`src/hw/rtl/rbst_pkg.sv`:
```
// ----------------------------------------------------------------------------
// rbst_pkg
// Shared constants and types for the ray versus box slab test pipeline.
// ----------------------------------------------------------------------------
`default_nettype none

package rbst_pkg;

   localparam int CoordW       = 32;
   localparam int DirW         = 16;
   localparam int NumW         = CoordW + 1;
   localparam int FracShift    = 14;
   localparam int DvdW         = 48;
   localparam int BitsPerStage = 4;
   localparam int DivStages    = DvdW / BitsPerStage;
   localparam int TW           = 48;
   localparam int Axes         = 3;

   localparam logic signed [TW-1:0] TMin = {1'b1, {(TW-1){1'b0}}};
   localparam logic signed [TW-1:0] TMax = {1'b0, {(TW-1){1'b1}}};

   typedef logic signed [CoordW-1:0] coord_type;
   typedef logic signed [DirW-1:0]   dir_type;
   typedef logic signed [TW-1:0]     tpar_type;

   typedef struct packed {
      logic low_neg;
      logic high_neg;
      logic dir_neg;
      logic dir_zero;
      logic in_slab;
   } axis_side_type;

endpackage

`default_nettype wire

```
`src/hw/rtl/rbst_div.sv`:
```
// ----------------------------------------------------------------------------
// rbst_div
// Pipelined unsigned restoring divider, four quotient bits per stage.
// ----------------------------------------------------------------------------
`default_nettype none

module rbst_div (
   input  wire logic                      clock,
   input  wire logic                      en,
   input  wire logic [rbst_pkg::DvdW-1:0] dvd_in,
   input  wire logic [rbst_pkg::DirW-1:0] dsr_in,
   output logic      [rbst_pkg::DvdW-1:0] quo_out
);
   import rbst_pkg::*;

   logic [DvdW-1:0] dvd_ff [DivStages];
   logic [DvdW-1:0] quo_ff [DivStages];
   logic [DirW-1:0] rem_ff [DivStages];
   logic [DirW-1:0] dsr_ff [DivStages];

   for (genvar g = 0; g < DivStages; g++) begin : g_stage
      logic [DvdW-1:0] dvd_src;
      logic [DvdW-1:0] quo_src;
      logic [DirW-1:0] rem_src;
      logic [DirW-1:0] dsr_src;
      logic [DvdW-1:0] dvd_in_s;
      logic [DvdW-1:0] quo_in_s;
      logic [DirW-1:0] rem_in_s;
      logic [DirW-1:0] dsr_s;

      if (g == 0) begin : g_head
         assign dvd_src = dvd_in;
         assign quo_src = '0;
         assign rem_src = '0;
         assign dsr_src = dsr_in;
      end else begin : g_body
         assign dvd_src = dvd_ff[g-1];
         assign quo_src = quo_ff[g-1];
         assign rem_src = rem_ff[g-1];
         assign dsr_src = dsr_ff[g-1];
      end

      always_comb begin
         logic [DirW:0] trial;
         dvd_in_s = dvd_src;
         quo_in_s = quo_src;
         rem_in_s = rem_src;
         dsr_s    = dsr_src;
         for (int k = 0; k < BitsPerStage; k++) begin
            trial    = {rem_in_s, dvd_in_s[DvdW-1]};
            dvd_in_s = {dvd_in_s[DvdW-2:0], 1'b0};
            if (trial >= {1'b0, dsr_s}) begin
               trial    = trial - {1'b0, dsr_s};
               quo_in_s = {quo_in_s[DvdW-2:0], 1'b1};
            end else begin
               quo_in_s = {quo_in_s[DvdW-2:0], 1'b0};
            end
            rem_in_s = trial[DirW-1:0];
         end
      end

      always_ff @(posedge clock) begin
         if (en) begin
            dvd_ff[g] <= dvd_in_s;
            quo_ff[g] <= quo_in_s;
            rem_ff[g] <= rem_in_s;
            dsr_ff[g] <= dsr_s;
         end
      end
   end

   assign quo_out = quo_ff[DivStages-1];

endmodule

`default_nettype wire

```
`config.mk`:
```
export PLATFORM = sky130hd
export DESIGN_NAME = rbst_div
export DESIGN_NICKNAME = d
export VERILOG_FILES = /design/src/hw/rtl/rbst_pkg.sv /design/src/hw/rtl/rbst_div.sv
export SDC_FILE = /design/constraint.sdc
export NUM_CORES = 2
export LEC_CHECK = 0
export CAP_MARGIN = 20
export CORE_MARGIN = 1.5
export CORE_UTILIZATION = 50
export CTS_CLUSTER_DIAMETER = 200
export DETAILED_ROUTE_END_ITERATION = 8
export DONT_BUFFER_PORTS = 1
export GPL_ROUTABILITY_DRIVEN = 0
export PLACE_DENSITY = 0.77
export SLEW_MARGIN = 20
export SYNTH_ARGS = -nofsm -noshare
export SYNTH_HDL_FRONTEND = slang
export SYNTH_SLANG_ARGS = --single-unit
```
`constraint.sdc`:
```
create_clock -name clock -period 15.4 [get_ports clock]
set_clock_uncertainty 0.15 [all_clocks]
set_input_delay 3.08 -clock clock [delete_from_list [all_inputs] [get_ports clock]]
set_output_delay 3.08 -clock clock [all_outputs]
set_load 0.02 [all_outputs]
```
# Yosys cells after proc, flatten, opt, wreduce, memory -nomap -nowiden
# Memory sizes are Yosys's and may differ from the RTL's.
# Index checks and enable logic that the tools add are counted.
# totals
ff_bits	0
mem_bits_rw	1488
out_inout_bits	48
word_cells	198
mem_count	4
# memory_table
name	words	width	read_ports	rd_clocked_by_memory_dff	write_ports	line_no	text
quo_ff	12	48	12	0	12	rbst_div.sv:17	logic [DvdW-1:0] quo_ff [DivStages];
dvd_ff	12	44	11	0	12	rbst_div.sv:16	logic [DvdW-1:0] dvd_ff [DivStages];
dsr_ff	12	16	11	0	12	rbst_div.sv:19	logic [DirW-1:0] dsr_ff [DivStages];
rem_ff	12	16	11	0	12	rbst_div.sv:18	logic [DirW-1:0] rem_ff [DivStages];
# classes
addsub	48
magnitude_cmp	48
muxes	98
# ops
cell	count
17-bit by 16-bit greater-or-equal comparator with 1-bit output	47
16-bit two-way mux	48
16-bit subtractor	47
1-bit two-way mux	50
1-bit by 16-bit greater-or-equal comparator with 1-bit output	1
1-bit by 16-bit subtractor with 16-bit output	1

# Logic depth before layout (Yosys ltp)
# An unclocked memory read counts as a cell.
# depth
depth_word	9
mapped_depth	54
mapped_depth_nobuf	49

# Worst setup path before layout
# Ideal clock, no wire load.
# synth_timing
path_type	in2reg
startpoint	input port dvd_in[47] (netlist name)
endpoint	memory rem_ff[0][11], data pin
setup_ns	0.260
t_arrival_ns	11.374
setup_slack_ns	3.616
cell_stages	42
path_buffers	5
cell_sequence	inv_1 -> ha_1 -> inv_1 -> ha_1 -> clkbuf_1 -> a21oi_1 -> nor3_1 -> mux2i_1 -> ha_1 -> a21oi_1 -> o211a_1 -> o31ai_1 -> a211o_1 -> a21oi_1 -> clkbuf_1 -> o21ai_0 -> ha_1 -> and2_1 -> (+6 left out) -> a21o_1 -> clkbuf_1 -> clkbuf_1 -> o21ai_0 -> inv_1 -> ha_1 -> nor2b_1 -> o21ai_0 -> a21boi_0 -> o21a_1 -> o21ai_0 -> a211oi_1 -> o21bai_1 -> nand3_1 -> o2111ai_1 -> nand2_1 -> buf_1 -> mux2_2
# synth_rtl
element	line_no	text
from (decl)	rbst_div.sv:10	input wire logic [rbst_pkg::DvdW-1:0] dvd_in,
to (decl)	rbst_div.sv:18	

==> summary.md <==
| Metric | Value |
|---|---|
| Pin count of the biggest net entering global routing | `222` |
| Placed Cells | `8441` |
| Unrepaired setup endpoints after global routing | `no` |
| Clk buf depth | `3` |
| Post-cts sizing count | `0` |
| Remaining antenna violation count after routing | `0` |
| Ys Warns | `0` |
| Synth Instances | `6720` |
| Crit path DAT | `13.59 ns` |
| Vias | `52600` |
| Initial antenna violation count | `2` |
| Max H-tree Level | `3` |
| Total iterations of the first detailed-routing run | `6` |
| Area grow syn2layout | `8.31%` |
| Drt wl/cell | `19.4 um` |
| Sequential cell area | `27900 um2` |
| Crit share post-route | `86.0%` |
| Initial Util | `50.4%` |
| Clock Latency Late Sink | `0.74 ns` |
| Grt total ovfl | `0` |
| Commonest non-fill, non-tap cells in the layout | `edfxtp_1, ha_1, a21oi_1, inv_1, nand2_1` |
| Post-synth EDFFs | `928` |
| Final HPWL DP | `127000 um` |
| Startpoint Class | `input port` |
| Final #Nets | `7621` |
| Status | `finished clean` |
| Die area | `141000 um2` |
| PortBufs | `0` |
| Slew Viols, Final | `0` |
| CTS tree | `yes` |
| Largest cells by area after synthesis | `edfxtp_1, ha_1, mux2_2` |
| # hold bufs at CTS | `0` |
| Root Driver | `clkbuf_16` |
| Worst Tran Pin Value | `1.05 ns` |
| CTS buffer count | `102` |
| Min-delay worst type | `flip-flop to flip-flop` |
| Final std cells w/o fill | `8638` |
| Core Box Area | `138000 um2` |
| Post-CTS Repair Setup Buffers | `0` |
| Critical path type | `input port to flip-flop` |
| DRC | `0` |
| Fraction of registers with async set or reset after synthesis | `0%` |
| Reg clk slew, reported paths | `0.07 ns` |
| Die width | `376 um` |
| Leading cell type in the layout, fill and taps excluded | `edfxtp_1` |
| Max-cap viol count | `0` |
| Post-route setup TNS | `0 ns` |
| Prevailing post-synth register cell | `edfxtp_1` |
| Crit path largest cell delay | `0.74 ns` |
| DRT Wirelength | `168000 um` |
| Area leader, netlist | `edfxtp_1` |
| Period minus WS final | `13.25 ns` |
| Number of I/O pins | `114` |
| Sequential element share of the synthesized area | `40.1%` |
| Syn_area_per_cell | `10.3 um2` |
| Achievable clock frequency | `75.5 MHz` |
| Net Count, Synth | `7586` |
| 1st-iter DRT viols | `4179` |
| Final hold vios | `0` |
| Share of layout cells above drive strength 1 | `9.08%` |
| Crit path max fanout | `26` |
| First-pass GRT wire length | `264000 um` |
| Critical Path Slowest Stage Cell | `a21oi_1` |
| Netlist cell types | `96` |
| Die Y | `376 um` |
| Vias per cell | `6.09` |
| Synthesized area | `69400 um2` |
| Slew HR | `29.8%` |
| CTS Sinks | `928` |
| Number of fill cells | `11500` |
| Vias in the first global route | `50900` |
| Final Setup Violations | `0` |
| CP required | `15.74 ns` |
| Flops & latches, synth | `928` |
| Crit end category | `flip-flop` |
| Num rows | `136` |
| Top-area cell type share of the netlist area | `40.1%` |
| Total GRT Usage | `23.1%` |
| Area of the multi-input gates | `39400 um2` |
## per-layer routing
layer	GRT usage [%]	vias to the layer above	wire length [um]
met5	0	-	0
met4	10.6	0	7960
met3	3.41	449	10500
met2	38.9	1860	78800
met1	29.2	25000	70300
li1	-	25300	-
## worst paths after layout
path / from / to / slack (ns) / cells past startpoint
setup / recovery: dvd_in[47] / rem_ff[0][6] / 2.15 / 38
hold / removal: quo_ff[2][54] / quo_ff[2][106] / 0.23 / 0
setup reg to reg: dsr_ff[0][1] / rem_ff[1][2] / 2.18 / 45
hold reg to reg: quo_ff[2][54] / quo_ff[2][106] / 0.23 / 0
## logic make-up after synthesis
family          after synthesis  share of synthesized area, %
buf+inv                     574                          3.16
mux                         421                          6.69
simple gates               1682                          11.7
xor+xnor                    524                          6.61
compound gates             1791                          16.8
flops                       928                          40.1
fa+ha+maj                   800                          14.9
## metrics by stage
| stage | setup slack (ns) | util [%] | area (um2) | hold slack [ns] |
|---|---|---|---|---|
| final | 2.15 | 54.6 | 75200 | 0.234 |
| after global routing | 1.01 | 54.6 | 75200 | 0.256 |
| after CTS | 2.32 | 54.6 | 75100 | 0.244 |
| after detailed placement | 1.59 | 52.0 | 71600 | 0.255 |
| after global placement | 2.08 | 51.9 | 71400 | 0.250 |
| after floorplan | 3.62 | - | 69400 | 0.250 |
## sequential cells by signal, indices dropped and copies added, names as in the netlist
signal,count
dvd_ff,264
dsr_ff,176
rem_ff,176
quo_ff,312
## cells in the mapped netlist (53+ instances only)
cell,number
nor3_1,136
a21oi_1,504
clkbuf_1,64
o21a_1,125
mux2i_1,74
a31oi_1,53
nand2b_1,72
ha_1,754
nand3_1,111
nand2_1,451
nor2b_1,113
o21bai_1,71
inv_1,470
o21ai_0,406
nor2_1,427
xnor2_1,341
a21o_1,211
edfxtp_1,928
xor2_1,183
nand4_1,126
mux2_2,341
## critical path: cells and delay by family
kind | cells | cell delay, ns
multiplexers | 2 | 0.78
AO/OA/AOI/OAI | 22 | 6.49
buffers and inverters | 4 | 0.54
AND/OR/NAND/NOR | 5 | 1.24
adder cells (fa/ha/maj) | 5 | 1.43
## layout make-up
type                            instances  area share, %
Clock inverter                         73           1.18
Inverter                              476           2.38
Clock buffer                          118           3.53
Multi-Input combinational cell       5218           52.4
Timing Repair Buffer                   29          0.481
Sequential cell                       928           37.1
Tap cell                             1794           2.98
Antenna cell                            2        0.00666
Power is left out: the tool's default activity adds up to more than one toggle a clock period on the data nets, which glitch-free logic cannot reach.
